--- config.mk ---
export PLATFORM = sky130hd
export DESIGN_NAME = complex_kronecker_product_core
export DESIGN_NICKNAME = d
export VERILOG_FILES = /design/src/design/ckp_pkg.sv /design/src/design/complex_kronecker_product_core.sv /design/src/design/ckp_queue.sv /design/src/design/ckp_front.sv /design/src/design/ckp_back.sv
export SDC_FILE = /design/constraint.sdc
export NUM_CORES = 2
export LEC_CHECK = 0
export BUFFER_PORTS_ARGS = -buffer_cell sky130_fd_sc_hd__buf_4
export CELL_PAD_IN_SITES_DETAIL_PLACEMENT = 1
export CELL_PAD_IN_SITES_GLOBAL_PLACEMENT = 2
export CORE_ASPECT_RATIO = 1.2
export CORE_MARGIN = 3
export CORE_UTILIZATION = 25
export DETAILED_ROUTE_END_ITERATION = 10
export PLACE_DENSITY = 0.54
export SLEW_MARGIN = 25
export SYNTH_ARGS = -nofsm -noshare
export SYNTH_HDL_FRONTEND = slang
export SYNTH_SLANG_ARGS = --single-unit
--- constraint.sdc ---
create_clock -name aclk -period 16.9 [get_ports aclk]
set_input_delay 2.535 -clock aclk [delete_from_list [all_inputs] [get_ports aclk]]
set_output_delay 2.535 -clock aclk [all_outputs]
set_load 0.005 [all_outputs]
--- src/design/ckp_pkg.sv ---
`timescale 1ns / 1ps
// Shared constants, codes and the queued operation type of the complex Kronecker product core.
package ckp_pkg;

    localparam int MAX_DIM_DEFAULT = 4;
    localparam int QUEUE_DEPTH     = 4;

    localparam int ACT_W      = 2;
    localparam int ROW_W      = 4;
    localparam int COL_W      = 2;
    localparam int VAL_W      = 16;
    localparam int OUT_COL_W  = 4;
    localparam int PROD_W     = 33;
    localparam int CFG_IDX_W  = 3;
    localparam int CFG_DATA_W = 3;

    localparam logic [ACT_W-1:0] ACT_WRITE_A = 2'd0;
    localparam logic [ACT_W-1:0] ACT_WRITE_B = 2'd1;
    localparam logic [ACT_W-1:0] ACT_EMIT    = 2'd2;

    localparam logic [CFG_IDX_W-1:0] REG_ROWS_A = 3'd0;
    localparam logic [CFG_IDX_W-1:0] REG_COLS_A = 3'd1;
    localparam logic [CFG_IDX_W-1:0] REG_ROWS_B = 3'd2;
    localparam logic [CFG_IDX_W-1:0] REG_COLS_B = 3'd3;

    localparam logic [CFG_DATA_W-1:0] DIM_RESET = 3'd2;

    // Highest column that a single emitted row may reach.
    localparam logic [OUT_COL_W-1:0] OUT_COL_MAX = 4'd15;

    typedef enum logic [1:0] {
        OP_WRITE_A,
        OP_WRITE_B,
        OP_EMIT
    } op_kind_t;

    // For writes row_a is the matrix row; for an emit row_a is the row of A
    // and row_b the row of B that the product row decomposes into.
    typedef struct packed {
        op_kind_t                 kind;
        logic [ROW_W-1:0]         row_a;
        logic [ROW_W-1:0]         row_b;
        logic [COL_W-1:0]         col;
        logic [ROW_W-1:0]         prod_row;
        logic signed [VAL_W-1:0]  value_re;
        logic signed [VAL_W-1:0]  value_im;
    } op_t;

endpackage

--- src/design/complex_kronecker_product_core.sv ---
`timescale 1ns / 1ps
// Top level of the complex Kronecker product core: size registers, front end, queue, back end.
//
// The core holds two complex matrices A and B (signed Q8.8 parts, up to MAX_DIM by MAX_DIM
// each) and returns rows of their Kronecker product on request. A write of an A or B entry
// takes one transfer on the input channel and is dropped when its row or column lies outside
// the programmed size of that matrix. An emit request names a product row; the core answers
// with every entry of that row in column order, as exact Q16.16 complex products in 33 bits,
// and marks the final entry with last. A row number of rows_a * rows_b or more gives no
// results, and at most sixteen entries are returned per row. Size registers read 0 as 1 and
// clamp anything above MAX_DIM to MAX_DIM; they are to be written only while the core is idle.
// The front end accepts a write every cycle while the queue has room, whereas an emit request
// keeps it busy through the repeated subtraction that splits the product row into a row of A
// and a row of B, until the split request is queued or, if out of range, dropped. The back end
// drains the queue in order: a write goes straight into its store, and an emit leaves the queue
// and then walks cols_a * cols_b columns (sixteen at most) at one entry per cycle, while the
// output is not stalled, through the store read, multiply and combine registers. A four-deep
// queue separates the two ends; while the output register awaits its transfer the whole
// multiply pipeline holds still.
// Entries read from a store that was never written since reset return unspecified values.
module complex_kronecker_product_core #(
    parameter int MAX_DIM     = ckp_pkg::MAX_DIM_DEFAULT,
    parameter int QUEUE_DEPTH = ckp_pkg::QUEUE_DEPTH
) (
    input  logic                                  aclk,
    input  logic                                  aresetn,
    // Request channel
    input  logic                                  s_valid,
    output logic                                  s_ready,
    input  logic [ckp_pkg::ACT_W-1:0]             s_action,
    input  logic [ckp_pkg::ROW_W-1:0]             s_row_index,
    input  logic [ckp_pkg::COL_W-1:0]             s_col_index,
    input  logic signed [ckp_pkg::VAL_W-1:0]      s_value_re,
    input  logic signed [ckp_pkg::VAL_W-1:0]      s_value_im,
    // Result channel
    output logic                                  m_valid,
    input  logic                                  m_ready,
    output logic [ckp_pkg::ROW_W-1:0]             m_out_row,
    output logic [ckp_pkg::OUT_COL_W-1:0]         m_out_col,
    output logic signed [ckp_pkg::PROD_W-1:0]     m_product_re,
    output logic signed [ckp_pkg::PROD_W-1:0]     m_product_im,
    output logic                                  m_last,
    // Configuration write channel
    input  logic                                  cfg_valid,
    output logic                                  cfg_ready,
    input  logic [ckp_pkg::CFG_IDX_W-1:0]         cfg_index,
    input  logic [ckp_pkg::CFG_DATA_W-1:0]        cfg_data
);

    localparam int DIM_W  = $clog2(MAX_DIM + 1);
    localparam int DATA_W = ckp_pkg::CFG_DATA_W;

    logic [DATA_W-1:0] rows_a_reg, cols_a_reg, rows_b_reg, cols_b_reg;
    logic [DIM_W-1:0]  rows_a, cols_a, rows_b, cols_b;

    logic         push_valid, push_ready;
    logic         pop_valid, pop_ready;
    ckp_pkg::op_t push_op, pop_op;

    // A size of zero behaves as one, and anything beyond the store as the full store.
    function automatic logic [DIM_W-1:0] clamp_dim(input logic [DATA_W-1:0] v);
        logic [DIM_W-1:0] r;
        if (v == '0) begin
            r = DIM_W'(1);
        end else if (int'(v) > MAX_DIM) begin
            r = DIM_W'(MAX_DIM);
        end else begin
            r = DIM_W'(v);
        end
        return r;
    endfunction

    // The size registers are always able to take a transfer.
    assign cfg_ready = 1'b1;

    always_ff @(posedge aclk) begin
        if (!aresetn) begin
            rows_a_reg <= ckp_pkg::DIM_RESET;
            cols_a_reg <= ckp_pkg::DIM_RESET;
            rows_b_reg <= ckp_pkg::DIM_RESET;
            cols_b_reg <= ckp_pkg::DIM_RESET;
        end else if (cfg_valid && cfg_ready) begin
            case (cfg_index)
                ckp_pkg::REG_ROWS_A: rows_a_reg <= cfg_data;
                ckp_pkg::REG_COLS_A: cols_a_reg <= cfg_data;
                ckp_pkg::REG_ROWS_B: rows_b_reg <= cfg_data;
                ckp_pkg::REG_COLS_B: cols_b_reg <= cfg_data;
                default: begin
                    // Indexes without a register are ignored.
                end
            endcase
        end
    end

    always_comb begin
        rows_a = clamp_dim(rows_a_reg);
        cols_a = clamp_dim(cols_a_reg);
        rows_b = clamp_dim(rows_b_reg);
        cols_b = clamp_dim(cols_b_reg);
    end

    // Front end: range checks on writes and the split of a product row.
    ckp_front #(
        .MAX_DIM (MAX_DIM)
    ) u_front (
        .aclk        (aclk),
        .aresetn     (aresetn),
        .s_valid     (s_valid),
        .s_ready     (s_ready),
        .s_action    (s_action),
        .s_row_index (s_row_index),
        .s_col_index (s_col_index),
        .s_value_re  (s_value_re),
        .s_value_im  (s_value_im),
        .rows_a      (rows_a),
        .cols_a      (cols_a),
        .rows_b      (rows_b),
        .cols_b      (cols_b),
        .push_valid  (push_valid),
        .push_ready  (push_ready),
        .push_op     (push_op)
    );

    // Operations keep their order through the queue, so a write issued after an emit
    // request can never change the entries that request reads.
    ckp_queue #(
        .DEPTH (QUEUE_DEPTH)
    ) u_queue (
        .aclk       (aclk),
        .aresetn    (aresetn),
        .push_valid (push_valid),
        .push_ready (push_ready),
        .push_op    (push_op),
        .pop_valid  (pop_valid),
        .pop_ready  (pop_ready),
        .pop_op     (pop_op)
    );

    // Back end: stores, column walk and the multiply pipeline feeding the output register.
    ckp_back #(
        .MAX_DIM (MAX_DIM)
    ) u_back (
        .aclk         (aclk),
        .aresetn      (aresetn),
        .pop_valid    (pop_valid),
        .pop_ready    (pop_ready),
        .pop_op       (pop_op),
        .cols_a       (cols_a),
        .cols_b       (cols_b),
        .m_valid      (m_valid),
        .m_ready      (m_ready),
        .m_out_row    (m_out_row),
        .m_out_col    (m_out_col),
        .m_product_re (m_product_re),
        .m_product_im (m_product_im),
        .m_last       (m_last)
    );

`ifndef ASSERT_OFF
    // An accepted emit request always occupies the front end in the following cycle.
    assert property (@(posedge aclk) disable iff (!aresetn)
        (s_valid && s_ready && (s_action == ckp_pkg::ACT_EMIT)) |=> !s_ready)
        else $error("front end took a request while splitting a product row");

    // The sixteenth entry of a row is always its final one.
    assert property (@(posedge aclk) disable iff (!aresetn)
        (m_valid && !m_last) |-> (m_out_col != ckp_pkg::OUT_COL_MAX))
        else $error("product row continued past its sixteenth entry");

    // Only rows inside the product are ever answered.
    assert property (@(posedge aclk) disable iff (!aresetn)
        m_valid |-> (int'(m_out_row) < int'(rows_a) * int'(rows_b)))
        else $error("result given for a product row out of range");
`endif

endmodule

--- src/design/ckp_queue.sv ---
`timescale 1ns / 1ps
// Small first-in first-out queue of operations between the front and back ends.
module ckp_queue #(
    parameter int DEPTH = ckp_pkg::QUEUE_DEPTH
) (
    input  logic          aclk,
    input  logic          aresetn,
    input  logic          push_valid,
    output logic          push_ready,
    input  ckp_pkg::op_t  push_op,
    output logic          pop_valid,
    input  logic          pop_ready,
    output ckp_pkg::op_t  pop_op
);

    localparam int PTR_W = (DEPTH > 1) ? $clog2(DEPTH) : 1;
    localparam int CNT_W = $clog2(DEPTH + 1);

    ckp_pkg::op_t     entry_reg [DEPTH];
    logic [PTR_W-1:0] wr_ptr_reg, wr_ptr_next;
    logic [PTR_W-1:0] rd_ptr_reg, rd_ptr_next;
    logic [CNT_W-1:0] count_reg, count_next;
    logic             do_push;
    logic             do_pop;

    assign push_ready = (count_reg != CNT_W'(DEPTH));
    assign pop_valid  = (count_reg != '0);
    assign pop_op     = entry_reg[rd_ptr_reg];
    assign do_push    = push_valid && push_ready;
    assign do_pop     = pop_valid && pop_ready;

    always_comb begin
        wr_ptr_next = wr_ptr_reg;
        rd_ptr_next = rd_ptr_reg;
        count_next  = count_reg;
        if (do_push) begin
            wr_ptr_next = (wr_ptr_reg == PTR_W'(DEPTH - 1)) ? '0 : wr_ptr_reg + 1'b1;
        end
        if (do_pop) begin
            rd_ptr_next = (rd_ptr_reg == PTR_W'(DEPTH - 1)) ? '0 : rd_ptr_reg + 1'b1;
        end
        if (do_push && !do_pop) begin
            count_next = count_reg + 1'b1;
        end else if (do_pop && !do_push) begin
            count_next = count_reg - 1'b1;
        end
    end

    always_ff @(posedge aclk) begin
        if (!aresetn) begin
            wr_ptr_reg <= '0;
            rd_ptr_reg <= '0;
            count_reg  <= '0;
        end else begin
            wr_ptr_reg <= wr_ptr_next;
            rd_ptr_reg <= rd_ptr_next;
            count_reg  <= count_next;
        end
    end

    always_ff @(posedge aclk) begin
        if (do_push) begin
            entry_reg[wr_ptr_reg] <= push_op;
        end
    end

endmodule

--- src/design/ckp_front.sv ---
`timescale 1ns / 1ps
// Front end: accepts requests, drops out-of-range ones and splits product rows.
module ckp_front #(
    parameter int MAX_DIM = ckp_pkg::MAX_DIM_DEFAULT
) (
    input  logic                              aclk,
    input  logic                              aresetn,
    input  logic                              s_valid,
    output logic                              s_ready,
    input  logic [ckp_pkg::ACT_W-1:0]         s_action,
    input  logic [ckp_pkg::ROW_W-1:0]         s_row_index,
    input  logic [ckp_pkg::COL_W-1:0]         s_col_index,
    input  logic signed [ckp_pkg::VAL_W-1:0]  s_value_re,
    input  logic signed [ckp_pkg::VAL_W-1:0]  s_value_im,
    input  logic [$clog2(MAX_DIM+1)-1:0]      rows_a,
    input  logic [$clog2(MAX_DIM+1)-1:0]      cols_a,
    input  logic [$clog2(MAX_DIM+1)-1:0]      rows_b,
    input  logic [$clog2(MAX_DIM+1)-1:0]      cols_b,
    output logic                              push_valid,
    input  logic                              push_ready,
    output ckp_pkg::op_t                      push_op
);

    localparam int DIM_W = $clog2(MAX_DIM + 1);
    localparam int ROW_W = ckp_pkg::ROW_W;

    typedef enum logic {
        F_IDLE,
        F_DIVIDE
    } front_state_t;

    front_state_t     state_reg;
    logic [ROW_W-1:0] rem_reg;
    logic [ROW_W-1:0] quo_reg;
    logic [ROW_W-1:0] row_reg;

    logic [DIM_W-1:0] lim_rows;
    logic [DIM_W-1:0] lim_cols;
    logic             is_write;
    logic             write_ok;
    logic             rem_ge;
    logic             quo_ok;

    always_comb begin
        lim_rows = (s_action == ckp_pkg::ACT_WRITE_A) ? rows_a : rows_b;
        lim_cols = (s_action == ckp_pkg::ACT_WRITE_A) ? cols_a : cols_b;
        is_write = (s_action == ckp_pkg::ACT_WRITE_A) || (s_action == ckp_pkg::ACT_WRITE_B);
        write_ok = (s_row_index < ROW_W'(lim_rows)) &&
                   (ROW_W'(s_col_index) < ROW_W'(lim_cols));
        rem_ge   = (rem_reg >= ROW_W'(rows_b));
        // The product row is in range exactly when its quotient is a row of A.
        quo_ok   = (quo_reg < ROW_W'(rows_a));
    end

    always_comb begin
        s_ready    = 1'b0;
        push_valid = 1'b0;
        push_op    = '0;
        case (state_reg)
            F_IDLE: begin
                s_ready          = push_ready;
                push_valid       = s_valid && is_write && write_ok;
                push_op.kind     = (s_action == ckp_pkg::ACT_WRITE_A) ?
                                   ckp_pkg::OP_WRITE_A : ckp_pkg::OP_WRITE_B;
                push_op.row_a    = s_row_index;
                push_op.col      = s_col_index;
                push_op.value_re = s_value_re;
                push_op.value_im = s_value_im;
            end
            F_DIVIDE: begin
                push_valid       = !rem_ge && quo_ok;
                push_op.kind     = ckp_pkg::OP_EMIT;
                push_op.row_a    = quo_reg;
                push_op.row_b    = rem_reg;
                push_op.prod_row = row_reg;
            end
            default: begin
                s_ready    = 1'b0;
                push_valid = 1'b0;
            end
        endcase
    end

    always_ff @(posedge aclk) begin
        if (!aresetn) begin
            state_reg <= F_IDLE;
            rem_reg   <= '0;
            quo_reg   <= '0;
            row_reg   <= '0;
        end else begin
            case (state_reg)
                F_IDLE: begin
                    if (s_valid && s_ready && (s_action == ckp_pkg::ACT_EMIT)) begin
                        rem_reg   <= s_row_index;
                        quo_reg   <= '0;
                        row_reg   <= s_row_index;
                        state_reg <= F_DIVIDE;
                    end
                end
                F_DIVIDE: begin
                    if (rem_ge) begin
                        rem_reg <= rem_reg - ROW_W'(rows_b);
                        quo_reg <= quo_reg + 1'b1;
                    end else if (!quo_ok || push_ready) begin
                        state_reg <= F_IDLE;
                    end
                end
                default: begin
                    state_reg <= F_IDLE;
                end
            endcase
        end
    end

endmodule

--- src/design/ckp_back.sv ---
`timescale 1ns / 1ps
// Back end: matrix stores, column walk and the complex multiply pipeline.
module ckp_back #(
    parameter int MAX_DIM = ckp_pkg::MAX_DIM_DEFAULT
) (
    input  logic                                  aclk,
    input  logic                                  aresetn,
    input  logic                                  pop_valid,
    output logic                                  pop_ready,
    input  ckp_pkg::op_t                          pop_op,
    input  logic [$clog2(MAX_DIM+1)-1:0]          cols_a,
    input  logic [$clog2(MAX_DIM+1)-1:0]          cols_b,
    output logic                                  m_valid,
    input  logic                                  m_ready,
    output logic [ckp_pkg::ROW_W-1:0]             m_out_row,
    output logic [ckp_pkg::OUT_COL_W-1:0]         m_out_col,
    output logic signed [ckp_pkg::PROD_W-1:0]     m_product_re,
    output logic signed [ckp_pkg::PROD_W-1:0]     m_product_im,
    output logic                                  m_last
);

    localparam int DIM_W  = $clog2(MAX_DIM + 1);
    localparam int IDX_W  = (MAX_DIM > 1) ? $clog2(MAX_DIM) : 1;
    localparam int CELLS  = MAX_DIM * MAX_DIM;
    localparam int ADDR_W = (CELLS > 1) ? $clog2(CELLS) : 1;
    localparam int ROW_W  = ckp_pkg::ROW_W;
    localparam int OCOL_W = ckp_pkg::OUT_COL_W;
    localparam int VAL_W  = ckp_pkg::VAL_W;
    localparam int PROD_W = ckp_pkg::PROD_W;
    localparam int MUL_W  = 2 * VAL_W;

    typedef enum logic {
        B_IDLE,
        B_EMIT
    } back_state_t;

    back_state_t       state_reg;
    logic [IDX_W-1:0]  i_reg, k_reg, j_reg, l_reg;
    logic [ROW_W-1:0]  row_reg;
    logic [OCOL_W-1:0] c_reg;

    logic [2*VAL_W-1:0] a_store_reg [CELLS];
    logic [2*VAL_W-1:0] b_store_reg [CELLS];
    logic [2*VAL_W-1:0] rd_a_reg, rd_b_reg;

    logic              s1_valid_reg, s2_valid_reg, m_valid_reg;
    logic [ROW_W-1:0]  s1_row_reg, s2_row_reg, m_out_row_reg;
    logic [OCOL_W-1:0] s1_col_reg, s2_col_reg, m_out_col_reg;
    logic              s1_last_reg, s2_last_reg, m_last_reg;

    logic signed [MUL_W-1:0]  pr_rr_reg, pr_ii_reg, pr_ri_reg, pr_ir_reg;
    logic signed [PROD_W-1:0] m_product_re_reg, m_product_im_reg;

    logic signed [VAL_W-1:0] a_re, a_im, b_re, b_im;
    logic              adv;
    logic              issue;
    logic              l_wrap, j_wrap, col_last;
    logic              do_pop;
    logic [ADDR_W-1:0] wr_addr, rd_addr_a, rd_addr_b;

    assign adv       = !m_valid_reg || m_ready;
    assign issue     = (state_reg == B_EMIT) && adv;
    assign pop_ready = (state_reg == B_IDLE);
    assign do_pop    = pop_valid && pop_ready;

    always_comb begin
        l_wrap    = ((DIM_W'(l_reg) + DIM_W'(1)) == cols_b);
        j_wrap    = ((DIM_W'(j_reg) + DIM_W'(1)) == cols_a);
        // A row stops at the end of its columns or at the sixteenth entry.
        col_last  = (l_wrap && j_wrap) || (c_reg == ckp_pkg::OUT_COL_MAX);
        wr_addr   = ADDR_W'(int'(pop_op.row_a) * MAX_DIM + int'(pop_op.col));
        rd_addr_a = ADDR_W'(int'(i_reg) * MAX_DIM + int'(j_reg));
        rd_addr_b = ADDR_W'(int'(k_reg) * MAX_DIM + int'(l_reg));
        a_re      = signed'(rd_a_reg[VAL_W-1:0]);
        a_im      = signed'(rd_a_reg[2*VAL_W-1:VAL_W]);
        b_re      = signed'(rd_b_reg[VAL_W-1:0]);
        b_im      = signed'(rd_b_reg[2*VAL_W-1:VAL_W]);
    end

    always_ff @(posedge aclk) begin
        if (do_pop && (pop_op.kind == ckp_pkg::OP_WRITE_A)) begin
            a_store_reg[wr_addr] <= {pop_op.value_im, pop_op.value_re};
        end
        if (do_pop && (pop_op.kind == ckp_pkg::OP_WRITE_B)) begin
            b_store_reg[wr_addr] <= {pop_op.value_im, pop_op.value_re};
        end
        if (issue) begin
            rd_a_reg <= a_store_reg[rd_addr_a];
            rd_b_reg <= b_store_reg[rd_addr_b];
        end
    end

    always_ff @(posedge aclk) begin
        if (!aresetn) begin
            state_reg    <= B_IDLE;
            i_reg        <= '0;
            k_reg        <= '0;
            j_reg        <= '0;
            l_reg        <= '0;
            row_reg      <= '0;
            c_reg        <= '0;
            s1_valid_reg <= 1'b0;
            s2_valid_reg <= 1'b0;
            m_valid_reg  <= 1'b0;
        end else begin
            if (adv) begin
                s1_valid_reg     <= issue;
                s2_valid_reg     <= s1_valid_reg;
                m_valid_reg      <= s2_valid_reg;
                s1_row_reg       <= row_reg;
                s1_col_reg       <= c_reg;
                s1_last_reg      <= col_last;
                s2_row_reg       <= s1_row_reg;
                s2_col_reg       <= s1_col_reg;
                s2_last_reg      <= s1_last_reg;
                pr_rr_reg        <= MUL_W'(a_re) * MUL_W'(b_re);
                pr_ii_reg        <= MUL_W'(a_im) * MUL_W'(b_im);
                pr_ri_reg        <= MUL_W'(a_re) * MUL_W'(b_im);
                pr_ir_reg        <= MUL_W'(a_im) * MUL_W'(b_re);
                m_out_row_reg    <= s2_row_reg;
                m_out_col_reg    <= s2_col_reg;
                m_last_reg       <= s2_last_reg;
                m_product_re_reg <= {pr_rr_reg[MUL_W-1], pr_rr_reg} -
                                    {pr_ii_reg[MUL_W-1], pr_ii_reg};
                m_product_im_reg <= {pr_ri_reg[MUL_W-1], pr_ri_reg} +
                                    {pr_ir_reg[MUL_W-1], pr_ir_reg};
            end
            case (state_reg)
                B_IDLE: begin
                    if (do_pop && (pop_op.kind == ckp_pkg::OP_EMIT)) begin
                        i_reg     <= IDX_W'(pop_op.row_a);
                        k_reg     <= IDX_W'(pop_op.row_b);
                        row_reg   <= pop_op.prod_row;
                        j_reg     <= '0;
                        l_reg     <= '0;
                        c_reg     <= '0;
                        state_reg <= B_EMIT;
                    end
                end
                B_EMIT: begin
                    if (adv) begin
                        c_reg <= c_reg + 1'b1;
                        if (l_wrap) begin
                            l_reg <= '0;
                            j_reg <= j_reg + 1'b1;
                        end else begin
                            l_reg <= l_reg + 1'b1;
                        end
                        if (col_last) begin
                            state_reg <= B_IDLE;
                        end
                    end
                end
                default: begin
                    state_reg <= B_IDLE;
                end
            endcase
        end
    end

    assign m_valid      = m_valid_reg;
    assign m_out_row    = m_out_row_reg;
    assign m_out_col    = m_out_col_reg;
    assign m_product_re = m_product_re_reg;
    assign m_product_im = m_product_im_reg;
    assign m_last       = m_last_reg;

endmodule
==> key figures <==
Clocking
  • H-tree Lvls: 4
  • CTS root buf: clkbuf_16
  • CTS sink count: 1539
  • Clock buffer count from CTS: 182
  • Setup bufs post-CTS: 0
  • Hold_buf cts: 0
  • Post-cts resize count: 0
  • Clk buf depth: 4
  • Clock Latency Late Sink: 860 ps
  • CTS tree: built
  • Clock transition at the registers of the reported paths: 60 ps

Global route
  • Vias in the first global route: 64247
  • Grt ovf: 0
  • All-Layer GR Usage: 13.74%
  • Largest net degree at the start of global routing: 97
  • Initial antenna violation count: 13
  • Global-route wire length before repair: 416900 um

Worst setup path
  • Startpoint Class: flop
  • Required @ worst endpoint: 17420 ps
  • Worst Setup End Kind: flop
  • CP startpoint: u_back.rd_b_reg[31]
  • Worst path max stage delay: 820 ps
  • Buffer and inverter count on the worst path: 4
  • R2R setup slack: 9560 ps
  • Worst Path Max Fanout: 15
  • Worst Path Arrival: 7870 ps
  • CP Class: flop to flop
  • R2r startpoint: u_back.rd_b_reg[31]
  • Most common cell on crit path: fa_1
  • CP cell instances: clkinv_1 -> buf_4 -> nor2_1 -> fa_1 -> fa_1 -> fa_1 -> fa_1 -> fa_1 -> inv_1 -> fa_1 -> inv_1 -> ha_1 -> and4_1 -> and2_1 -> a41oi_1 -> nor2_1 -> o41a_1 -> o211ai_1 -> and3_1 -> nor2_1 -> xor2_1
  • RR Endpoint: u_back.pr_ri_reg[29]
  • CP delay by family, top: adder cells
  • Reg2reg path depth: 21
  • Crit-path slowest cell: clkinv_1

Hold path
  • Min-delay worst type: flop to flop
  • HP Start: u_back.s2_row_reg[0]
  • Hold path endpoint: u_back.m_out_row[0]
  • Worst hold stages: 0

Route
  • Remaining DRCs: 0
  • Final antenna-violating net count: 0
  • DRT Pass-1 Iters: 5
  • Drt initial violations: 3065
  • WL/cell: 21.74 um
  • Vias per cell: 4.397
  • DRT Wirelength: 275300 um
  • Vias: 55679

Layout
  • Most frequent cells in the layout: edfxtp_1, inv_1, fa_1
  • Core Util, Final: 28.54%
  • Final cell count without fillers: 12664
  • Commonest non-fill, non-tap cell in the layout: edfxtp_1
  • Nets@finish: 8822
  • Syn-to-layout area delta: 13.49%
  • Share of cells above drive strength 1: 12.63%

Placement
  • DP HPWL: 185200 um
  • I/O Buffers: 127
  • Dpl cells: 12331
  • Routability Congestion: 0.7468

Logic synthesis
  • #FFs+latches synth: 1539
  • Ranking of synthesized cells by area: edfxtp_1, fa_1, mux4_2
  • Most used DFF post-synth: edfxtp_1
  • Cells after Synth: 7175
  • Post-synth EDFFs: 1485
  • Netlist cell types: 85
  • Mapped Area: 98960 um2
  • Async S/R FF share, synth: 0%
  • Synth Net Count: 8688
  • Post-synthesis sequential area ratio: 46.15%
  • Yosys warnings: 0
  • Mean Syn Cell Area: 13.79 um2
  • Synth top area share: 45.06%
  • Area leader, netlist: edfxtp_1

Floorplan
  • Chip width: 580.3 um
  • Starting Density: 25.15%
  • Die H: 695.2 um
  • Die area: 403500 um2
  • Cell row count: 252
  • CORE AREA: 393500 um2
  • IO Count: 129

Timing
  • Fin Clk Skew: 79.10 ps
  • Fmax: 136.2 MHz
  • Setup violations, final: 0
  • Final Hold Fails: 0
  • Slew Limit Headroom: 31.14%
  • Min Tclk post-route: 7342 ps
  • Tcrit/Tclk final: 43.45%
  • Post-Route Setup TNS: 0 ps
  • Max-slew violations: 0
  • RSZ-0062 raised after global routing: false
  • Slew @ Worst Pin: 1033 ps

Status
  • Status: finished, final reports clean

Flow run
  • Max-Cap Viols: 0
cells in the mapped netlist, types with 5 or more instances:
library cell,number
o21ai_0,40
a211oi_1,21
buf_2,18
buf_1,23
and3_1,28
nor3_1,37
a21boi_0,5
mux2i_1,31
ha_1,410
nand2b_1,37
inv_1,1218
nand4_1,10
a21boi_1,9
xor2_1,49
o31a_1,7
a21oi_1,139
edfxtp_1,1485
mux4_2,364
o21ai_1,40
or3_1,7
or2_2,7
o21a_1,29
nor3b_1,5
fa_1,1052
nor2_1,210
dfxtp_1,54
a211o_1,6
xnor2_1,144
nand3_1,36
a21o_1,74
a31oi_1,22
and2_1,518
o211ai_1,13
o31ai_1,6
nand2_1,573
nor2b_1,84
clkbuf_1,259
o21bai_1,19
area by class of cell:
class                      count  area, um2
antenna                        5      12.51
clock buffer                 227       4776
clock inverter               100       1003
fill                       42266     281200
inverter                    1220       4581
multi-input combinational   4115      47810
sequential                  1539      45700
tap                         5207       6515
timing repair buffer         251       1909
per-stage QoR:
step | area, um2 | hold slack [ps] | setup slack [ps]
floorplan | 98960 | 400.3 | 3632
global placement | 106500 | 407.3 | 9570
detailed placement | 106500 | 407.7 | 9546
CTS | 112300 | 408.2 | 9514
global route | 112300 | 412.5 | 9046
finish | 112300 | 399.3 | 9558
layer usage:
metal | up-vias | GRT usage [%] | share of wire (%)
li1 | 24414 | - | -
met1 | 30286 | 17.12 | 42
met2 | 700 | 25.32 | 53
met3 | 279 | 1.404 | 2.7
met4 | 0 | 3.335 | 2.5
met5 | - | 0 | 0
logic make-up (layout without fill, tap and decap cells):
family,Yosys count,after routing,synth area share [%]
AOI/OAI and AO/OA,482,482,3.262
xor gates and xnor gates,193,193,1.708
adders and majority gates,1462,1462,26.47
buffers and inverters,1521,1798,5.796
DFF,1539,1539,46.15
muxes,399,399,8.643
other,1,6,0.003789
and+or+nand+nor,1578,1578,7.968
worst max-delay path by stage:
stage / to / depth (start not counted)
after global placement: u_back.pr_ii_reg[31] / 21
after CTS: u_back.pr_ri_reg[29] / 21
after floorplan: u_back.m_last / 2
after global routing: u_back.pr_ii_reg[31] / 21
after detailed placement: u_back.pr_ii_reg[31] / 21
final: u_back.pr_ri_reg[29] / 21
Power is left out: the tool's default activity adds up to more than one toggle a clock period on the data nets, which glitch-free logic cannot reach.
